===== src/hdl/btm_pkg.sv =====
// Shared types, codes and defaults for the bus error trace matcher.
package btm_pkg;

    // Defaults for the top-level parameters
    localparam int HISTORY_DEPTH_DEF = 64;
    localparam int ID_WIDTH_DEF      = 8;

    // Port field widths
    localparam int TYPE_W  = 3;
    localparam int TXN_W   = 8;
    localparam int ADDR_W  = 32;
    localparam int LEN_W   = 8;
    localparam int SIZE_W  = 3;
    localparam int BURST_W = 2;
    localparam int KIND_W  = 2;
    localparam int LIMIT_W = 7;

    localparam logic [LIMIT_W-1:0] LIMIT_RESET = 7'd65;

    // Request type codes
    localparam logic [TYPE_W-1:0] REQ_FETCH_RD  = 3'd0;
    localparam logic [TYPE_W-1:0] REQ_DATA_RD   = 3'd1;
    localparam logic [TYPE_W-1:0] REQ_DATA_WR   = 3'd2;
    localparam logic [TYPE_W-1:0] REQ_FETCH_ERR = 3'd3;
    localparam logic [TYPE_W-1:0] REQ_DATA_ERR  = 3'd4;

    // Error kind codes; every kind other than the read one is a write error
    localparam logic [KIND_W-1:0] ERR_RD_FAIL = 2'd0;
    localparam logic [KIND_W-1:0] ERR_WR_FAIL = 2'd1;
    localparam logic [KIND_W-1:0] ERR_WR_OVER = 2'd2;
    localparam logic [KIND_W-1:0] ERR_WR_UNDR = 2'd3;

    // Entry layout, low bits first; id, data flag and write flag sit above
    localparam int POS_UNC   = 0;
    localparam int POS_BURST = POS_UNC + 1;
    localparam int POS_SIZE  = POS_BURST + BURST_W;
    localparam int POS_LEN   = POS_SIZE + SIZE_W;
    localparam int POS_ADDR  = POS_LEN + LEN_W;
    localparam int POS_ID    = POS_ADDR + ADDR_W;
    localparam int ENTRY_FIXED_W = POS_ID + 2;

    // Per-cycle command to every cell of the chain
    typedef struct packed {
        logic insert;
        logic rotate;
    } t_cell_ctrl;

endpackage


===== src/hdl/btm_seq.sv =====
// Search sequencer: drives the cell chain and compares the head cell against the error key.
module btm_seq #(
    parameter int HISTORY_DEPTH = btm_pkg::HISTORY_DEPTH_DEF,
    parameter int ID_WIDTH      = btm_pkg::ID_WIDTH_DEF,
    parameter int ENTRY_W       = btm_pkg::ENTRY_FIXED_W + btm_pkg::ID_WIDTH_DEF
) (
    input  logic                          i_clk,
    input  logic                          i_rst_n,
    input  logic                          i_start,
    input  logic [btm_pkg::TYPE_W-1:0]    i_req_type,
    input  logic [ID_WIDTH-1:0]           i_key_id,
    input  logic [btm_pkg::KIND_W-1:0]    i_error_kind,
    input  logic [ENTRY_W-1:0]            i_head_entry,
    input  logic                          i_head_valid,
    output logic                          o_busy,
    output btm_pkg::t_cell_ctrl           o_ctrl,
    output logic                          o_strobe,
    output logic                          o_error_channel,
    output logic [btm_pkg::KIND_W-1:0]    o_reported_kind,
    output logic                          o_found,
    output logic                          o_match_is_write,
    output logic [btm_pkg::TXN_W-1:0]     o_match_id,
    output logic [btm_pkg::ADDR_W-1:0]    o_match_address,
    output logic [btm_pkg::LEN_W-1:0]     o_match_len,
    output logic [btm_pkg::SIZE_W-1:0]    o_match_size,
    output logic [btm_pkg::BURST_W-1:0]   o_match_burst,
    output logic                          o_match_uncached
);
    import btm_pkg::*;

    localparam int STEP_W = (HISTORY_DEPTH > 1) ? $clog2(HISTORY_DEPTH) : 1;
    localparam logic [STEP_W-1:0] LAST_STEP = STEP_W'(HISTORY_DEPTH - 1);
    localparam int POS_DATA  = POS_ID + ID_WIDTH;
    localparam int POS_WRITE = POS_DATA + 1;

    typedef enum logic {
        S_IDLE,
        S_SEARCH
    } t_state;

    t_state              r_state;
    logic [STEP_W-1:0]   r_step;
    logic [ID_WIDTH-1:0] r_key_id;
    logic                r_key_data;
    logic                r_key_write;
    logic [KIND_W-1:0]   r_kind;
    logic                r_hit;
    logic [ENTRY_W-1:0]  r_hit_entry;

    logic                r_strobe;
    logic                r_found;
    logic                r_chan;
    logic [KIND_W-1:0]   r_rep_kind;
    logic [ENTRY_W-1:0]  r_out_entry;

    logic                w_accept;
    logic                w_is_insert;
    logic                w_is_error;
    logic                w_head_match;
    logic                w_final_hit;
    logic [ENTRY_W-1:0]  w_final_entry;
    logic [ID_WIDTH-1:0] w_out_id;

    assign w_accept    = i_start && (r_state == S_IDLE);
    assign w_is_insert = (i_req_type == REQ_FETCH_RD) || (i_req_type == REQ_DATA_RD) ||
                         (i_req_type == REQ_DATA_WR);
    assign w_is_error  = (i_req_type == REQ_FETCH_ERR) || (i_req_type == REQ_DATA_ERR);

    // The head cell holds the entry of age r_step during a search
    assign w_head_match = i_head_valid &&
                          (i_head_entry[POS_ID +: ID_WIDTH] == r_key_id) &&
                          (i_head_entry[POS_DATA] == r_key_data) &&
                          (i_head_entry[POS_WRITE] == r_key_write);

    assign w_final_hit   = r_hit || w_head_match;
    assign w_final_entry = r_hit ? r_hit_entry : i_head_entry;

    assign o_busy        = (r_state == S_SEARCH);
    assign o_ctrl.insert = w_accept && w_is_insert;
    assign o_ctrl.rotate = (r_state == S_SEARCH);

    always_ff @(posedge i_clk) begin
        if (!i_rst_n) begin
            r_state  <= S_IDLE;
            r_step   <= '0;
            r_hit    <= 1'b0;
            r_strobe <= 1'b0;
        end else begin
            r_strobe <= 1'b0;
            case (r_state)
                S_IDLE: begin
                    if (w_accept && w_is_error) begin
                        r_state     <= S_SEARCH;
                        r_step      <= '0;
                        r_hit       <= 1'b0;
                        r_key_id    <= i_key_id;
                        r_key_data  <= (i_req_type == REQ_DATA_ERR);
                        r_key_write <= (i_error_kind != ERR_RD_FAIL);
                        r_kind      <= i_error_kind;
                    end
                end
                S_SEARCH: begin
                    // Keep the newest match only
                    if (!r_hit && w_head_match) begin
                        r_hit       <= 1'b1;
                        r_hit_entry <= i_head_entry;
                    end
                    if (r_step == LAST_STEP) begin
                        r_state     <= S_IDLE;
                        r_strobe    <= 1'b1;
                        r_found     <= w_final_hit;
                        r_chan      <= r_key_data;
                        r_rep_kind  <= r_kind;
                        r_out_entry <= w_final_hit ? w_final_entry : '0;
                    end else begin
                        r_step <= r_step + 1'b1;
                    end
                end
                default: begin
                    r_state <= S_IDLE;
                end
            endcase
        end
    end

    assign w_out_id = r_out_entry[POS_ID +: ID_WIDTH];

    generate
        if (ID_WIDTH >= TXN_W) begin : g_id_trunc
            assign o_match_id = w_out_id[TXN_W-1:0];
        end else begin : g_id_ext
            assign o_match_id = {{(TXN_W - ID_WIDTH){1'b0}}, w_out_id};
        end
    endgenerate

    assign o_strobe         = r_strobe;
    assign o_error_channel  = r_chan;
    assign o_reported_kind  = r_rep_kind;
    assign o_found          = r_found;
    assign o_match_is_write = r_out_entry[POS_WRITE];
    assign o_match_address  = r_out_entry[POS_ADDR +: ADDR_W];
    assign o_match_len      = r_out_entry[POS_LEN +: LEN_W];
    assign o_match_size     = r_out_entry[POS_SIZE +: SIZE_W];
    assign o_match_burst    = r_out_entry[POS_BURST +: BURST_W];
    assign o_match_uncached = r_out_entry[POS_UNC];

    // A result only closes a search
    a_strobe_ends_search: assert property (@(posedge i_clk) disable iff (!i_rst_n)
        r_strobe |-> $past(r_state == S_SEARCH) && (r_state == S_IDLE))
        else $error("result strobe without a finished search");

    // Inserting while the chain rotates would corrupt the history order
    a_no_insert_in_search: assert property (@(posedge i_clk) disable iff (!i_rst_n)
        (r_state == S_SEARCH) |-> !o_ctrl.insert)
        else $error("insert during search");

    // A miss reports all-zero entry fields
    a_miss_is_zero: assert property (@(posedge i_clk) disable iff (!i_rst_n)
        (r_strobe && !r_found) |-> (r_out_entry == '0))
        else $error("not-found result carries entry data");

    // The hit flag never drops in the middle of a search
    a_hit_sticky: assert property (@(posedge i_clk) disable iff (!i_rst_n)
        ((r_state == S_SEARCH) && r_hit && (r_step != LAST_STEP)) |=> r_hit)
        else $error("hit flag lost during search");

endmodule

===== config.mk =====
export PLATFORM = sky130hd
export DESIGN_NAME = btm_seq
export DESIGN_NICKNAME = d
export VERILOG_FILES = /design/src/hdl/btm_pkg.sv /design/src/hdl/btm_seq.sv
export SDC_FILE = /design/constraint.sdc
export NUM_CORES = 1
export LEC_CHECK = 0
export BUFFER_PORTS_ARGS = -buffer_cell sky130_fd_sc_hd__clkbuf_2
export CAP_MARGIN = 10
export CELL_PAD_IN_SITES_DETAIL_PLACEMENT = 1
export CELL_PAD_IN_SITES_GLOBAL_PLACEMENT = 2
export CORE_MARGIN = 1
export CORE_UTILIZATION = 39
export CTS_CLUSTER_DIAMETER = 30
export DETAILED_ROUTE_END_ITERATION = 8
export GPL_ROUTABILITY_DRIVEN = 0
export PLACE_DENSITY = 0.91
export SYNTH_ARGS = -nofsm -noshare
export SYNTH_HDL_FRONTEND = slang
export SYNTH_SLANG_ARGS = --single-unit

===== constraint.sdc =====
create_clock -name i_clk -period 6.7 [get_ports i_clk]
set_input_delay 1.005 -clock i_clk [delete_from_list [all_inputs] [get_ports i_clk]]
set_output_delay 1.005 -clock i_clk [all_outputs]
set_load 0.005 [all_outputs]

==> results of run 1 <==
flip-flops by register name (all words and copies together), names as in the netlist:
signal           cells
o_error_channel      1
r_hit_entry         55
r_kind               2
r_hit                1
r_key_id             8
r_step               6
o_strobe             1
r_out_entry         55
r_key_write          1
o_found              1
o_busy               1
r_key_data           1
o_reported_kind      2
report_power, final:
| group | leakage, uW | internal (uW) | switching (uW) |
|---|---|---|---|
| Clock | 0.000245 | 498 | 329 |
| Combinational | 0.000892 | 20.6 | 21.8 |
| Sequential | 0.00127 | 918 | 2.47 |
cell type report:
cell class | instances | area, sq um | share of cell area [%]
clock buffers | 19 | 433 | 6.90
clock inverters | 13 | 88.8 | 1.42
inverters | 2 | 7.51 | 0.120
multi-input cells | 114 | 873 | 13.9
flip-flops and latches | 135 | 3970 | 63.2
well taps | 168 | 210 | 3.35
repair buffers | 138 | 698 | 11.1
worst max-delay path, stage by stage:
cell      delay [ns]
clkbuf_2        0.12
xnor2_1         0.18
nand4_1         0.25
nor4_4          0.30
and3_2          0.66
buf_4           0.46
how the worst min path moves through the flow:
| stage | from | end | slack (ns) | cells past startpoint |
|---|---|---|---|---|
| after floorplan | r_kind[0] | o_reported_kind[0] | 0.40 | 0 |
| after global placement | r_kind[1] | o_reported_kind[1] | 0.41 | 0 |
| after detailed placement | r_kind[1] | o_reported_kind[1] | 0.42 | 0 |
| after CTS | r_kind[1] | o_reported_kind[1] | 0.43 | 0 |
| after global routing | r_kind[0] | o_reported_kind[0] | 0.43 | 0 |
| final | r_kind[1] | o_reported_kind[1] | 0.43 | 0 |
layout by cell type, fill, tap and decap left out, types with 5 or more instances in the layout:
master / n
clkbuf_2: 135
edfxtp_1: 126
a22o_1: 55
clkbuf_16: 17
xnor2_1: 10
nor2_1: 9
dfxtp_1: 8
clkinv_1: 7
nand3_1: 5
nand2_1: 5
per-stage QoR:
stage,power (uW),worst slack [ns]
floorplan,947,2.64
global placement,977,3.44
detailed placement,980,3.32
CTS,1810,3.76
global route,1840,3.61
finish,1790,3.79
cells by family (layout without fill, tap and decap cells):
kind of cell,after synthesis,count (layout),share of synthesized area [%]
AO/OA/AOI/OAI,66,66,11.2
XOR/XNOR,12,12,2.14
adder cells (fa/ha/maj),1,1,0.254
buffers and inverters,16,172,2.01
flip-flops,135,135,80.6
multiplexers,1,1,0.204
AND/OR/NAND/NOR,34,34,3.59
routing by layer:
metal	wire, microns	vias to the layer above	track usage [%]	part of all wire (%)
li1	-	1354	-	-
met1	4440	1454	20.5	42
met2	5540	98	30.3	52
met3	500	14	4.98	4.7
met4	163	0	8.83	1.5
met5	0	-	0	0
==> results_dict.tcl, run 1 <==
set metrics [dict create \
    outcome "finished clean" \
    finalWirelength_mm 10.6 \
    r2r_end "r_out_entry[40]" \
    drc_errors 0 \
    worstPathRequired_ns 6.78 \
    core_area_sq_um 12200 \
    grtUsageTotal_pct 17.7 \
    cts.clk_slew.worst_paths_ns 0.05 \
    crit_path_start "i_head_entry[50]" \
    crit_arrival_ns 2.99 \
    ios 136 \
    fin_crit_sh_pct 43.4 \
    synth_top_cell_by_area "edfxtp_1" \
    endpoint_kind "flip-flop" \
    hp-class "flip-flop to flip-flop" \
    hold_buffers 0 \
    synth_top_area_share_pct 76.9 \
    placedCellCount 557 \
    post_route_cells_drive_above_1_share_pct 39.7 \
    die-height_microns 114 \
    finalHoldViolations 0 \
    place_area_sq_um 5750 \
    synth_fp_nets 339 \
    clkSinkCount 135 \
    dr.pass1.iters 4 \
    r2r_setup_slack_ns 4.09 \
    final_cells 589 \
    drt_iter0_markers 150 \
    antenna_found_initial 0 \
    synth_most_common_cell "edfxtp_1" \
    ant_nets 0 \
    crit_path_max_fanout 28 \
    synth.distinct_cells 29 \
    ys_top_cells_by_area "edfxtp_1 77%, a22o_1 9.8%, dfxtp_1 3.7%" \
    area_growth_pct 27.6 \
    tns_ns 0 \
    avgSynthCellArea_sq_um 18.6 \
    dpl.hpwl_mm 7.19 \
    cts_tree "built" \
    netlist_area_sq_um 4920 \
    num_rows 40 \
    synthCells 265 \
    diodes 0 \
    die_x_microns 114 \
    setup_viol 0 \
    ys.flop_type "edfxtp_1" \
    grt_overflow 0 \
    nets 482 \
    r2r_start "r_step[0]" \
    peakVddDrop_uv 128 \
    synth_edf_count 126 \
    numCtsBuffers 17 \
    start_util_pct 40.4 \
    wire_per_inst_microns 18.1 \
    p_per_area_nw_per_um2 285 \
    clk_latency_ns 0.42 \
    clock.fmax_ghz 0.344 \
    fin_util_pct 51.6 \
    maxSlewViolCount 0 \
    port_buffers 135 \
    cp-endpoint "r_hit_entry[3]" \
    grt_max_degree 59 \
    path_class "primary input to flip-flop" \
    reg2regPathDepth 5 \
    maxCapViolCount 0 \
    via_per_inst 4.96 \
    relSlewSlack_pct 21.8 \
    worst_pin_slew_ns 1.17 \
    post_cts_buffers 0 \
    async_flop_share_pct 0 \
    htree_levels 4 \
    yosys-top-cells-count "126 x edfxtp_1, 55 x a22o_1, 10 x nor2_1, 10 x xnor2_1, 9 x dfxtp_1" \
    die_area_sq_um 13100 \
    rsz0062_at_grt "false" \
    cp-start-kind "primary input" \
    cts_root_buffer "clkbuf_16" \
    vias 2920 \
    grt_pass1_vias 3143 \
    ys_ff_latch 135 \
    cts_buffer_depth 2 \
    yosysSeqAreaShare_pct 80.6 \
    p_leak_uw 0.00241 \
    yosysWarnings 0 \
    grt_pass1_wl_mm 16.7 \
    hold_slack_ns 0.429 \
    num-fill-cells 1224 \
    skew_ns 0.00751 \
    fin_area_sq_um 6280 \
    post_cts_resized 0 \
    fin_crit_ns 2.91 \
]
(Power assumes the default switching activity.)
==> inputs of run 2 (changes only) <==
CORE_UTILIZATION = 36   (was 39)
PLACE_DENSITY = 0.86   (was 0.91)
clock period = 2.7 ns   (was 6.7 ns; I/O delays follow)
==> run 2 against run 1 <==
- combinational power grew to 2.5 times the previous value
- non-clock buffer count rose by 3
- critical endpoint is now r_hit_entry[41]
- highest routed layer unchanged
- setup slack got worse by 3.2 ns
- global-route usage fell by 2.3 points
- core utilization down 3.0 points
- via count shrank 1.3%
- critical path depth fell by 1
==> results_dict.tcl, run 2 (same netlist as run 1, synthesis figures left out) <==
set metrics [dict create \
    maxSlewViolCount 0 \
    fin_area_sq_um 6460 \
    cts_buffer_depth 2 \
    r2r_start "r_key_id[6]" \
    grtUsageTotal_pct 15.4 \
    finalHoldViolations 0 \
    clkSinkCount 135 \
    num_rows 42 \
    grt_pass1_vias 3023 \
    grt_pass1_wl_mm 16.1 \
    cp_slowest_cell "edfxtp_1" \
    via_per_inst 4.80 \
    vias 2881 \
    area_growth_pct 31.3 \
    die_x_microns 119 \
    outcome "finished clean" \
    maxCapViolCount 0 \
    antenna_found_initial 0 \
    path_class "flip-flop to flip-flop" \
    reg.largest.list "r_hit_entry (55), r_out_entry (55), r_key_id (8)" \
    hold_depth 1 \
    relSlewSlack_pct 58.7 \
    p_leak_uw 0.00250 \
    r2r_setup_slack_ns 0.59 \
    worst_pin_slew_ns 0.620 \
    drc_errors 0 \
    post_cts_buffers 0 \
    hp-class "primary input to flip-flop" \
    tns_ns 0 \
    layout_common_cells "135 x clkbuf_2, 126 x edfxtp_1, 55 x a22o_1" \
    nets 485 \
    crit_arrival_ns 2.17 \
    crit_path_max_fanout 33 \
    ios 136 \
    cpPeakStageDelay_ns 0.41 \
    drt_iter0_markers 150 \
    die-height_microns 119 \
    p_per_area_nw_per_um2 765 \
    mostFrequentLayoutCell "clkbuf_2" \
    cp_top_family "simple AND/OR/NAND/NOR gates" \
    port_buffers 135 \
    fin_util_pct 48.6 \
    dpl.hpwl_mm 7.02 \
    grt_overflow 0 \
    worstPathRequired_ns 2.75 \
    fin_crit_sh_pct 78.2 \
    grt_max_degree 58 \
    place_area_sq_um 5800 \
    reg2regPathDepth 5 \
    start_util_pct 37.0 \
    ant_nets 0 \
    skew_ns 0.00635 \
    numCtsBuffers 17 \
    final_cells 600 \
    placedCellCount 568 \
    endpoint_kind "flip-flop" \
    cts_root_buffer "clkbuf_16" \
    clock.fmax_ghz 0.473 \
    htree_levels 4 \
    ff_latch_area_sq_um 3970 \
    dr.pass1.iters 4 \
    finalWirelength_mm 10.3 \
    post_route_cells_drive_above_1_share_pct 41.7 \
    post_cts_resized 0 \
    die_area_sq_um 14100 \
    core_area_sq_um 13300 \
    fin_crit_ns 2.11 \
    r2r_end "r_hit_entry[41]" \
    multiInputGateArea_sq_um 873 \
    path_cells "xnor2_1 -> nand4_1 -> nor4_4 -> and3_2 -> buf_4" \
    wire_per_inst_microns 17.1 \
    num-fill-cells 1324 \
    rsz0062_at_grt "false" \
    hold_buffers 0 \
    peakVddDrop_uv 277 \
    setup_viol 0 \
    cp-start-kind "flip-flop" \
    clk_latency_ns 0.41 \
    cp.buffers_inverters 1 \
    hold_end "r_key_id[6]" \
    hold_path_startpoint "i_key_id[6]" \
    cts.clk_slew.worst_paths_ns 0.06 \
    cts_tree "built" \
    diodes 0 \
]
[run 2: cell type report]
cell class | count | share of cell area (%)
multi-input cells | 114 | 13.5
clock buffers | 18 | 6.65
repair buffers | 141 | 11.4
clock inverters | 14 | 3.55
inverters | 2 | 0.116
flip-flops and latches | 135 | 61.4
well taps | 176 | 3.41
[run 2: per-stage QoR]
stage               total power [uW]  setup WS [ns]  hold slack [ns]
floorplan                       2350          0.359            0.400
global placement                2430          0.596            0.408
detailed placement              2430          0.500            0.425
CTS                             5000          0.580            0.149
global route                    5080          0.499            0.150
finish                          4940          0.588            0.171
[run 2: layer usage]
metal	wire, microns	vias to the layer above	global-route usage (%)
met5	0	-	0
met4	189	0	7.36
met3	484	17	4.74
met2	5280	86	26.3
met1	4320	1414	17.6
li1	-	1364	-
[run 2: worst register-to-register path: stages (launching register included)]
cell	delay [ns]
edfxtp_1	0.41
xnor2_1	0.22
nand4_1	0.26
nor4_4	0.24
and3_2	0.23
buf_4	0.39
[run 2: power breakdown]
group          internal [uW]  switching, uW
registers               2280           5.67
logic                   51.8           53.7
clock network           1720            828
[run 2: worst max-delay path by stage]
stage | cells after the start | slack (ns) | end | from
final | 5 | 0.59 | r_hit_entry[41] | r_key_id[6]
after global routing | 5 | 0.50 | r_hit_entry[34] | r_key_id[6]
after CTS | 5 | 0.58 | r_hit_entry[2] | r_key_id[6]
after detailed placement | 6 | 0.50 | r_hit_entry[38] | i_head_entry[49]
after global placement | 6 | 0.60 | r_hit_entry[40] | i_head_entry[50]
after floorplan | 5 | 0.36 | r_hit_entry[0] | i_head_entry[50]
