`src/hdl/btm_pkg.sv`:
```
// Shared types, codes and defaults for the bus error trace matcher.
package btm_pkg;

    // Defaults for the top-level parameters
    localparam int HISTORY_DEPTH_DEF = 64;
    localparam int ID_WIDTH_DEF      = 8;

    // Port field widths
    localparam int TYPE_W  = 3;
    localparam int TXN_W   = 8;
    localparam int ADDR_W  = 32;
    localparam int LEN_W   = 8;
    localparam int SIZE_W  = 3;
    localparam int BURST_W = 2;
    localparam int KIND_W  = 2;
    localparam int LIMIT_W = 7;

    localparam logic [LIMIT_W-1:0] LIMIT_RESET = 7'd65;

    // Request type codes
    localparam logic [TYPE_W-1:0] REQ_FETCH_RD  = 3'd0;
    localparam logic [TYPE_W-1:0] REQ_DATA_RD   = 3'd1;
    localparam logic [TYPE_W-1:0] REQ_DATA_WR   = 3'd2;
    localparam logic [TYPE_W-1:0] REQ_FETCH_ERR = 3'd3;
    localparam logic [TYPE_W-1:0] REQ_DATA_ERR  = 3'd4;

    // Error kind codes; every kind other than the read one is a write error
    localparam logic [KIND_W-1:0] ERR_RD_FAIL = 2'd0;
    localparam logic [KIND_W-1:0] ERR_WR_FAIL = 2'd1;
    localparam logic [KIND_W-1:0] ERR_WR_OVER = 2'd2;
    localparam logic [KIND_W-1:0] ERR_WR_UNDR = 2'd3;

    // Entry layout, low bits first; id, data flag and write flag sit above
    localparam int POS_UNC   = 0;
    localparam int POS_BURST = POS_UNC + 1;
    localparam int POS_SIZE  = POS_BURST + BURST_W;
    localparam int POS_LEN   = POS_SIZE + SIZE_W;
    localparam int POS_ADDR  = POS_LEN + LEN_W;
    localparam int POS_ID    = POS_ADDR + ADDR_W;
    localparam int ENTRY_FIXED_W = POS_ID + 2;

    // Per-cycle command to every cell of the chain
    typedef struct packed {
        logic insert;
        logic rotate;
    } t_cell_ctrl;

endpackage

```
`src/hdl/btm_cell.sv`:
```
// One history cell: holds an entry and its valid bit, shifts or rotates on command.
module btm_cell #(
    parameter int CELL_INDEX = 0,
    parameter int ENTRY_W    = 56
) (
    input  logic                          i_clk,
    input  logic                          i_rst_n,
    input  btm_pkg::t_cell_ctrl           i_ctrl,
    input  logic [btm_pkg::LIMIT_W-1:0]   i_limit,
    input  logic [ENTRY_W-1:0]            i_ins_entry,
    input  logic                          i_ins_valid,
    input  logic [ENTRY_W-1:0]            i_rot_entry,
    input  logic                          i_rot_valid,
    output logic [ENTRY_W-1:0]            o_entry,
    output logic                          o_valid
);
    import btm_pkg::*;

    // The history limit must exceed this cell's position (index plus one) for an inserted entry to stay
    localparam int unsigned POS      = CELL_INDEX + 1;
    localparam bit          POS_FITS = (POS < (1 << LIMIT_W));
    localparam logic [LIMIT_W-1:0] POS_CODE = POS_FITS ? LIMIT_W'(POS) : '0;

    logic [ENTRY_W-1:0] r_entry;
    logic [ENTRY_W-1:0] n_entry;
    logic               r_valid;
    logic               n_valid;
    logic               w_keep;

    assign w_keep = POS_FITS && (POS_CODE < i_limit);

    always_comb begin
        n_entry = r_entry;
        n_valid = r_valid;
        if (i_ctrl.insert) begin
            n_entry = i_ins_entry;
            n_valid = i_ins_valid && w_keep;
        end else if (i_ctrl.rotate) begin
            n_entry = i_rot_entry;
            n_valid = i_rot_valid;
        end
    end

    always_ff @(posedge i_clk) begin
        r_entry <= n_entry;
    end

    always_ff @(posedge i_clk) begin
        if (!i_rst_n) begin
            r_valid <= 1'b0;
        end else begin
            r_valid <= n_valid;
        end
    end

    assign o_entry = r_entry;
    assign o_valid = r_valid;

endmodule

```
`config.mk`:
```
export PLATFORM = sky130hd
export DESIGN_NAME = btm_cell
export DESIGN_NICKNAME = d
export VERILOG_FILES = /design/src/hdl/btm_pkg.sv /design/src/hdl/btm_cell.sv
export SDC_FILE = /design/constraint.sdc
export NUM_CORES = 1
export LEC_CHECK = 0
export BUFFER_PORTS_ARGS = -buffer_cell sky130_fd_sc_hd__buf_2
export CORE_MARGIN = 1
export CORE_UTILIZATION = 45
export CTS_CLUSTER_DIAMETER = 40
export DETAILED_ROUTE_END_ITERATION = 10
export GPL_TIMING_DRIVEN = 0
export PLACE_DENSITY_LB_ADDON = 0.12
export RECOVER_POWER = 25
export SLEW_MARGIN = 40
export SYNTH_ARGS = -nofsm -noshare
export SYNTH_HDL_FRONTEND = slang
export SYNTH_SLANG_ARGS = --single-unit
export TNS_END_PERCENT = 30
```
`constraint.sdc`:
```
create_clock -name i_clk -period 4.1 [get_ports i_clk]
set_clock_uncertainty 0.05 [all_clocks]
set_input_delay 0.205 -clock i_clk [delete_from_list [all_inputs] [get_ports i_clk]]
set_output_delay 0.205 -clock i_clk [all_outputs]
set_load 0.05 [all_outputs]
```
==> results of run 1 <==
## final cells by class
cell class / count / area share, %
Sequential cell: 57 / 46.9
Timing Repair Buffer: 179 / 24.7
Multi-Input combinational cell: 64 / 20.8
Clock buffer: 11 / 3.62
Tap cell: 72 / 2.48
Buffer: 7 / 0.931
Clock inverter: 5 / 0.620
## worst max path at each step
stage / startpoint / endpoint / slack [ns] / depth (start not counted)
after global placement: i_ctrl[1] / o_entry[19]$_DFFE_PP_ / 2.10 / 3
final: i_ctrl[1] / o_entry[38]$_DFFE_PP_ / 2.51 / 3
after floorplan: i_ctrl[1] / o_entry[0]$_DFFE_PP_ / 2.43 / 3
after CTS: i_ctrl[1] / o_entry[31]$_DFFE_PP_ / 2.82 / 3
after detailed placement: i_ctrl[1] / o_entry[23]$_DFFE_PP_ / 2.49 / 3
after global routing: i_ctrl[1] / o_entry[34]$_DFFE_PP_ / 2.40 / 3
## sequential cells by signal (all words and copies together), names as in the netlist
name and flops:
o_entry 56, o_valid 1
## per-layer routing
layer	GRT usage, %	vias to the layer above	routed length, um
met5	0	-	0
met4	9.82	0	99
met3	5.06	8	462
met2	31.5	91	2980
met1	18.5	847	2050
li1	-	880	-
## cells in the mapped netlist (all sizes together)
| cell | n |
|---|---|
| edfxtp | 56 |
| mux2 | 56 |
| buf | 7 |
| and3 | 1 |
| dfxtp | 1 |
| mux2i | 1 |
| nand2 | 1 |
| nand3 | 1 |
| nor2 | 1 |
| nor4 | 1 |
| o21ai | 1 |
| or2 | 1 |
## kinds of logic after synthesis
kind of cell / count (synthesis)
multiplexers: 57
flip-flops: 57
buffers and inverters: 7
AND/OR/NAND/NOR: 6
AO/OA/AOI/OAI: 1
## through the flow
step           hold slack, ns  total power, mW  setup WS [ns]
4_1_cts                0.0509             1.61           2.82
5_1_grt                0.0565             1.63           2.40
2_1_floorplan           0.301             1.07           2.43
3_3_place_gp            0.384             1.19           2.10
6_report               0.0653             1.56           2.51
3_5_place_dp            0.387             1.20           2.49
## power groups by stage
stage	sequential, mW	clock [mW]	combinational (mW)
after global placement	0.737	0	0.455
after CTS	0.728	0.422	0.462
final	0.727	0.409	0.425
after detailed placement	0.739	0	0.461
after floorplan	0.971	0	0.101
after global routing	0.733	0.448	0.444
## layout by cell type, fill, tap and decap left out, drive strengths merged
| cell | count |
|---|---|
| edfxtp | 56 |
| nor4 | 1 |
| nand2 | 1 |
| dfxtp | 1 |
| and3 | 1 |
| clkinv | 5 |
| nand3 | 1 |
| nor2 | 1 |
| mux2 | 56 |
| o21ai | 1 |
| or2 | 1 |
| mux2i | 1 |
| buf | 180 |
| clkbuf | 17 |
## worst register-to-register path, delay by kind of cell (launching register included)
family           cells  cell delay, ns
flip-flops           1            0.31
multiplexers         1            0.13
AO/OA/AOI/OAI        1            0.07
AND/OR/NAND/NOR      1            0.19
==> metrics, run 1 <==
setup bufs post-CTS 0; Fill cells 484; P&R area growth vs syn 35.9%; Hold Path End o_valid$_SDFFE_PN0P_; reg-to-reg endpoint o_valid$_SDFFE_PN0P_; Hold Fails Final Rpt 0; worst hold path class primary input to register; Multi-input gate area 754 um^2; Design Area, Final 3630 um^2; CTS Hold Buffers Added 0; crit path buf inv count 2; final core occ 64.7%; Root Driver clkbuf_8; die area 6250 um^2; register area share after synthesis 63.7%; R2R Setup Slk 3.26 ns; H-tree Lvls 3; vias in the first global route 1719; final wirelength 5590 um; Max Fanout on Critical Path 56; GRT overflow 0; Site Rows 27; Worst setup SP type primary input; post-route ant nets 0; clock buffer depth 2; DIE WIDTH 79.0 um; IO Pins 182; initial cell density of the core 47.6%; cell chain of the critical path buf_6, clkbuf_1, or2_4; Die Span Y 79.0 um; Final GP Congestion 0.744; Clock Power Share 26.2%; DR WL/cell 14.1 um; total clock sinks 57; Worst EP required 3.99 ns; layout cells sized above 1 65.9%; max_slew headroom 49.9%; DR iter-0 viols 67; Syn Nets 253; adder-cell share of the synthesized area 0%; first drt pass iteration count 4; cell accounting for the most synthesized area edfxtp_1; n_diodes 0; Comb pwr share 27.2%; post-synthesis compound-gate area fraction 0.187%; CTS tree done; Syn Inst Count 128; LEAKAGE 1.71 nW; Placed Area 3660 um^2; Post-CTS Resized 0; mux contribution to synthesized area 31.9%; Net Sw Power 509 uW; Hold Crit Start i_rst_n; path depth of the worst reg2reg path 3; slowest stage cell, crit path or2_4; RSZ-0062 raised after global routing false; first-pass GRT wire length 7950 um; maximum clock frequency 627 MHz; register area 1700 um^2; Syn Area/Cell 20.9 um^2; Synth cell types 13; Worst VDD drop 0.000206 V; Synth Register Bits 57; setup tns final 0 ns; Max-Cap Viols 0; dominant cells by area after synthesis edfxtp_1 63%, mux2_4 31%, buf_6 2.5%, dfxtp_1 0.75%, buf_8 0.56%; Post-Synth XOR/XNOR Area 0%; Worst setup EP type register; area of the mapped netlist 2670 um^2; DRC viols 0; DR vias 1826; Internal 1.05 mW; Synth warnings 0; clk_lat worst skew 0.31 ns; slowest stage delay, CP 0.71 ns; sequential power share 46.6%; pin count of the biggest net entering global routing 57; Sw Share 32.6%; port buffer count 179; Worst-Margin Slew 0.751 ns; Final Setup Violations 0; placed insts 379; Hold Path Cell Cnt 2; Avg Vias per Cell 4.62; core area 5610 um^2; Final period util 38.9%; Critical Path AT 1.48 ns; simple-gate portion of the synthesized area 1.17%; run status complete, no violations; HPWL after DPL 4300 um; Total GRT Usage 17.6%; clock slew at reported path FFs 0.06 ns; Final Net Count 443; Cell Count, Final, Fillers Out 395; CTS buffer count 9; cell family with most CP delay simple AND/OR/NAND/NOR gates; Power Density 430 nW/um^2; initial antenna violation count 0; Pins Over Slew Limit 0; largest family of logic cells by synthesized area multiplexers; Worst R2R Start o_valid$_SDFFE_PN0P_; min Tclk post-route 1.59 ns; Synth top area share 63.0%; critical path class primary input to register
Note: power is estimated with default switching activity, not from simulation.
==> run 2, diff against run 1 <==
Settings changed: CORE_UTILIZATION 45 to 38.
Clock period 4.1 ns to 1.3 ns, I/O delays scaled along.
==> run 2 against run 1 <==
The run now fails in 4_1_cts. Area after synthesis unchanged. Synthesized cell count did not move.
==> metrics, run 2 <==
run status stopped before the end; failing step 4_1_cts; Stop Error [ERROR RSZ-0060] Max buffer count reached.; Synth cell types 13 (unchanged); dominant cells by area after synthesis edfxtp_1 63%, mux2_4 31%, buf_6 2.5%, dfxtp_1 0.75%, buf_8 0.56%; Async SR Flop Fraction 0% (unchanged); total clock sinks 57 (unchanged); IO Pins 182 (unchanged); Syn Inst Count 128 (unchanged); commonest register cell after synthesis edfxtp_1; Die Span Y 85.8 um (+8.6%); EDFF count, synth 56 (unchanged); setup bufs post-CTS 0 (unchanged); CTS Hold Buffers Added 101 (+101); area of the mapped netlist 2670 um^2 (unchanged); Synth Register Bits 57 (unchanged); Post-CTS Resized 0 (unchanged); Syn Area/Cell 20.9 um^2 (unchanged); H-tree Lvls 3 (unchanged); pre-CTS setup slack -0.204 ns (-2.69 ns); cell accounting for the most synthesized area edfxtp_1; HPWL after DPL 4280 um (-0.54%); port buffer count 179 (unchanged); CTS buffer count 9 (unchanged); Syn Nets 253 (unchanged); DIE WIDTH 85.8 um (+8.6%); Synth warnings 0 (unchanged); register area share after synthesis 63.7% (unchanged); clock buffer depth 2 (unchanged); initial cell density of the core 39.3% (-8.3 points); Site Rows 30 (+11%); Synth top cells by count 56 x edfxtp_1, 56 x mux2_4, 6 x buf_6; Root Driver clkbuf_8; Final GP Congestion 0.719 (-3.4%); Synth top area share 63.0% (unchanged)
## run 2: cell counts after synthesis
Identical to the previous run, type by type.
## run 2: cell families after synthesis
kind of cell,count (synthesis),share of synthesized area [%]
AOI/OAI and AO/OA,1,0.187
buffers and inverters,7,3.09
DFF,57,63.7
muxes,57,31.9
and+or+nand+nor,6,1.17
## run 2: metrics by stage
step | cells | TNS (ns) | area [um^2] | hold WS [ns] | utilization (%)
after floorplan | 128 | 0 | 2670 | 0.161 | -
after global placement | 403 | -10.83 | 3690 | 0.251 | 54.3
after detailed placement | 403 | -11.23 | 3690 | 0.255 | 54.3
==> run 3, diff against run 2 <==
Settings changed: CORE_UTILIZATION 38 to 35, CTS_CLUSTER_DIAMETER 40 to unset, PLACE_DENSITY_LB_ADDON 0.12 to 0.15.
Clock period 1.3 ns to 1.7 ns, I/O delays scaled along.
==> run 3 against run 2 <==
The flow now finishes, with violations (negative hold slack).
==> metrics, run 3 (synthesis gave the netlist of run 1 again) <==
run status finished with violations; failing checks negative hold slack; initial antenna violation count 0; Final Setup Violations 0; layout cells sized above 1 57.5%; LEAKAGE 2.03 nW; Design Area, Final 4410 um^2; Final period util 92.4%; DR vias 2099; Tot Pwr 4.12 mW; Placed Area 3690 um^2 (+0.10%); Worst setup EP type register; vias in the first global route 2021; Hold Fails Final Rpt 1; placed insts 406 (+0.74%); Power Density 935 nW/um^2; final wirelength 6240 um; initial cell density of the core 36.4% (-2.9 points); core area 7330 um^2; Root Driver clkbuf_8; min Tclk post-route 1.57 ns; Max-Cap Viols 0; CTS tree done; port buffer count 179 (unchanged); Total GRT Usage 15.2%; IO Pins 182 (unchanged); slowest stage delay, CP 0.58 ns; Pins Over Slew Limit 0; clock buffer depth 2 (unchanged); DRC viols 0; DR WL/cell 12.9 um; Die Span Y 89.4 um (+4.1%); P&R area growth vs syn 65.1%; Final Net Count 506; clock slew at reported path FFs 0.06 ns; worst hold margin -0.000290 ns; Worst-Margin Slew 0.778 ns; DIE WIDTH 89.4 um (+4.1%); total clock sinks 57 (unchanged); crit path buf inv count 3; most frequent cell on the critical path dlygate4sd3_1; commonest non-fill, non-tap cells in the layout 165 x buf_2, 63 x dlygate4sd3_1, 56 x edfxtp_1, 36 x mux2_4, 20 x mux2_1; Site Rows 31 (+3.3%); DR iter-0 viols 43; GRT overflow 0; final setup margin 0.129 ns; slowest stage cell, crit path dlygate4sd3_1; post-route ant nets 0; die area 7990 um^2; max_slew headroom 48.2%; pin count of the biggest net entering global routing 57; Max Fanout on Critical Path 1; n_diodes 0; RSZ-0062 raised after global routing false; maximum clock frequency 637 MHz; Worst EP required 1.71 ns; Final GP Congestion 0.673 (-6.4%); pre-CTS setup slack 0.175 ns (+0.379 ns); critical path class primary input to register; Worst setup SP type primary input; Post-CTS Resized 0 (unchanged); Critical Path AT 1.59 ns; first-pass GRT wire length 8820 um; cell chain of the critical path dlygate4sd3_1, buf_2, mux2_4, dlygate4sd3_1; worst hold path class primary input to register; commonest non-fill, non-tap cell in the layout buf_2; max FFs per register 56; Cell Count, Final, Fillers Out 485; H-tree Lvls 3 (unchanged); Avg Vias per Cell 4.33; CTS buffer count 9 (unchanged); Worst VDD drop 0.000368 V; clk_lat worst skew 0.31 ns; HPWL after DPL 4260 um (-0.39%); cell family with most CP delay buffers and inverters; first drt pass iteration count 4
run 3: worst paths after layout:
check	from	to	slack, ns	cells after the start
worst min register to register	o_valid$_SDFFE_PN0P_	o_valid$_SDFFE_PN0P_	0.67	3
worst max-delay path	i_rot_entry[25]	o_entry[25]$_DFFE_PP_	0.13	4
worst min-delay path	i_rot_entry[23]	o_entry[23]$_DFFE_PP_	-0.0003	2
worst max register to register	o_valid$_SDFFE_PN0P_	o_valid$_SDFFE_PN0P_	0.86	3
run 3: metrics by stage:
step	util, %	setup TNS (ns)
2_1_floorplan	-	0
6_report	60.2	0
3_5_place_dp	50.4	0
3_3_place_gp	50.3	-11.51
5_1_grt	60.2	0
4_1_cts	61.5	0
run 3: power breakdown:
part           switching (mW)  internal, mW
Clock                   0.510         0.666
Sequential             0.0350          1.72
Combinational           0.747         0.444
run 3: layer usage:
metal	GRT usage, %	up-vias	part of all wire [%]
li1	-	1005	-
met1	15.3	966	36
met2	27.4	109	53
met3	4.62	19	8.0
met4	9.09	0	3.3
met5	0	-	0
run 3: final cells by class:
type | count | area, um^2
Buffer | 7 | 75.1
Fill cell | 618 | 2920
Clock inverter | 6 | 58.8
Multi-Input combinational cell | 64 | 815
Tap cell | 99 | 124
Clock buffer | 10 | 128
Timing Repair Buffer | 242 | 1510
Sequential cell | 57 | 1700
run 3: worst reg2reg max path, delay by kind of cell, from the launching register on:
| kind | cells | cell delay, ns |
|---|---|---|
| DFF | 1 | 0.32 |
| muxes | 1 | 0.12 |
| AOI/OAI and AO/OA | 1 | 0.08 |
| and+or+nand+nor | 1 | 0.18 |
run 3: timing repair:
action,4_1_cts,5_1_grt
hold endpoints to repair,34,0
hold buffers,63,0
setup buffers,0,0
==> run 4, diff against run 3 <==
Clock period 1.7 ns to 1.75 ns, I/O delays scaled along.
==> run 4 against run 3 <==
The flow now finishes without violations. Cell count decreased by 3.5%. Critical path type unchanged. Highest routed layer unchanged. Cell area decreased by 5.0%. Combinational power decreased by 8%. First-iteration DRC count increased by 16%. Largest cell class unchanged. Die area unchanged.
==> metrics, run 4 (synthesis gave the netlist of run 1 again) <==
Die Span Y 89.4 um (unchanged); commonest non-fill, non-tap cell in the layout buf_2; Fill cells 642 (+3.9%); Max Fanout on Critical Path 1 (unchanged); Final period util 87.8%; worst hold path class primary input to register; final core occ 57.2% (-3.0 points); DR vias 2028 (-3.4%); Final Net Count 489 (-3.4%); max_slew headroom 47.9% (-0.28 points); vias in the first global route 1932 (-4.4%); CTS tree done; final wirelength 6090 um (-2.5%); Max-Cap Viols 0 (unchanged); clk_lat worst skew 0.31 ns (about the same); LEAKAGE 1.93 nW (-4.9%); Net Sw Power 1.25 mW (-3.3%); P&R area growth vs syn 56.9%; sequential power share 43.1% (+0.5 points); setup bufs post-CTS 0 (unchanged); GR met3 Demand/Resource 4.52% (-0.092 points); initial antenna violation count 0 (unchanged); Worst EP required 1.77 ns (+0.06 ns); port buffer count 179 (unchanged); worst hold margin 0.00164 ns (+0.00193 ns); Root Driver clkbuf_8; clock buffer depth 2 (unchanged); DRC viols 0 (unchanged); first-pass GRT wire length 8520 um (-3.4%); initial cell density of the core 36.4% (unchanged); GRT overflow 0 (unchanged); die area 7990 um^2 (unchanged); CTS buffer count 9 (unchanged); met1 usage 14.9% (-0.41 points); clock slew at reported path FFs 0.07 ns (about the same); Total GRT Usage 14.7% (-0.49 points); critical path class primary input to register; final setup margin 0.213 ns (+0.0835 ns); core area 7330 um^2 (unchanged); pre-CTS setup slack 0.222 ns (+0.0475 ns); Avg Vias per Cell 4.33 (+0.13%); Placed Area 3690 um^2 (unchanged); HPWL after DPL 4260 um (unchanged); DIE WIDTH 89.4 um (unchanged); Final Setup Violations 0 (unchanged); Power Density 943 nW/um^2 (+0.84%); Pins Over Slew Limit 0 (unchanged); max FFs per register 56 (unchanged); Sw Share 31.6% (+0.28 points); run status complete, no violations; Hold Fails Final Rpt 0 (-1); pin count of the biggest net entering global routing 57 (unchanged); Tot Pwr 3.95 mW (-4.2%); Worst VDD drop 0.000355 V (-3.5%); Comb pwr share 27.8% (-1.1 points); CTS Hold Buffers Added 46 (-27%); post-route ant nets 0 (unchanged); min Tclk post-route 1.54 ns; RSZ-0062 raised after global routing false; Post-CTS Resized 0 (unchanged); Cell Count, Final, Fillers Out 468 (-3.5%); setup tns final 0 ns (unchanged); DR iter-0 viols 50 (+16%); Internal 2.70 mW (-4.6%); Final GP Congestion 0.673 (unchanged); layout cells sized above 1 59.6% (+2.1 points); DR WL/cell 13.0 um (+1.0%); Worst setup EP type register; H-tree Lvls 3 (unchanged); IO Pins 182 (unchanged); placed insts 406 (unchanged); Worst setup SP type primary input; gr busiest metal met2; Worst-Margin Slew 0.782 ns (+0.00420 ns); commonest non-fill, non-tap cells in the layout 177 x buf_2, 56 x edfxtp_1, 46 x dlygate4sd3_1, 32 x mux2_1, 24 x mux2_4; maximum clock frequency 651 MHz; GR Util met2 26.6% (-0.76 points); Clock Power Share 29.1% (+0.6 points); Design Area, Final 4190 um^2 (-5.0%); Site Rows 31 (unchanged); first drt pass iteration count 3 (-1); n_diodes 0 (unchanged); Critical Path AT 1.56 ns (-0.03 ns); total clock sinks 57 (unchanged)
run 4: critical path: stages:
cell and delay [ns]:
dlygate4sd3_1 0.53, buf_2 0.12, mux2_4 0.26, dlygate4sd3_1 0.56
run 4: path summary, 6_finish.rpt:
| kind | from | endpoint | slack [ns] | cells past startpoint |
|---|---|---|---|---|
| hold reg to reg | o_valid$_SDFFE_PN0P_ | o_valid$_SDFFE_PN0P_ | 0.67 | 3 |
| setup / recovery | i_rot_entry[41] | o_entry[41]$_DFFE_PP_ | 0.21 | 4 |
| setup reg to reg | o_valid$_SDFFE_PN0P_ | o_valid$_SDFFE_PN0P_ | 0.88 | 3 |
| hold / removal | i_rot_entry[23] | o_entry[23]$_DFFE_PP_ | 0.002 | 2 |
run 4: routing by layer:
| metal | wire [um] | vias to the layer above |
|---|---|---|
| li1 | - | 971 |
| met1 | 2230 | 941 |
| met2 | 3210 | 102 |
| met3 | 485 | 14 |
| met4 | 163 | 0 |
| met5 | 0 | - |
run 4: final cells by class:
type,instances,area [um^2],area share (%)
clock buffer,10,128,3.04
multi-input combinational,64,769,18.4
sequential,57,1700,40.6
buffer,7,56.3,1.34
timing repair buffer,225,1350,32.3
tap,99,124,2.96
clock inverter,6,58.8,1.40
run 4: power groups by stage:
stage	Sequential, mW	Clock, mW	Combinational (mW)
floorplan	2.27	0	0.236
global placement	1.73	0	1.07
detailed placement	1.73	0	1.08
CTS	1.71	1.19	1.17
global route	1.72	1.24	1.16
finish	1.70	1.15	1.10
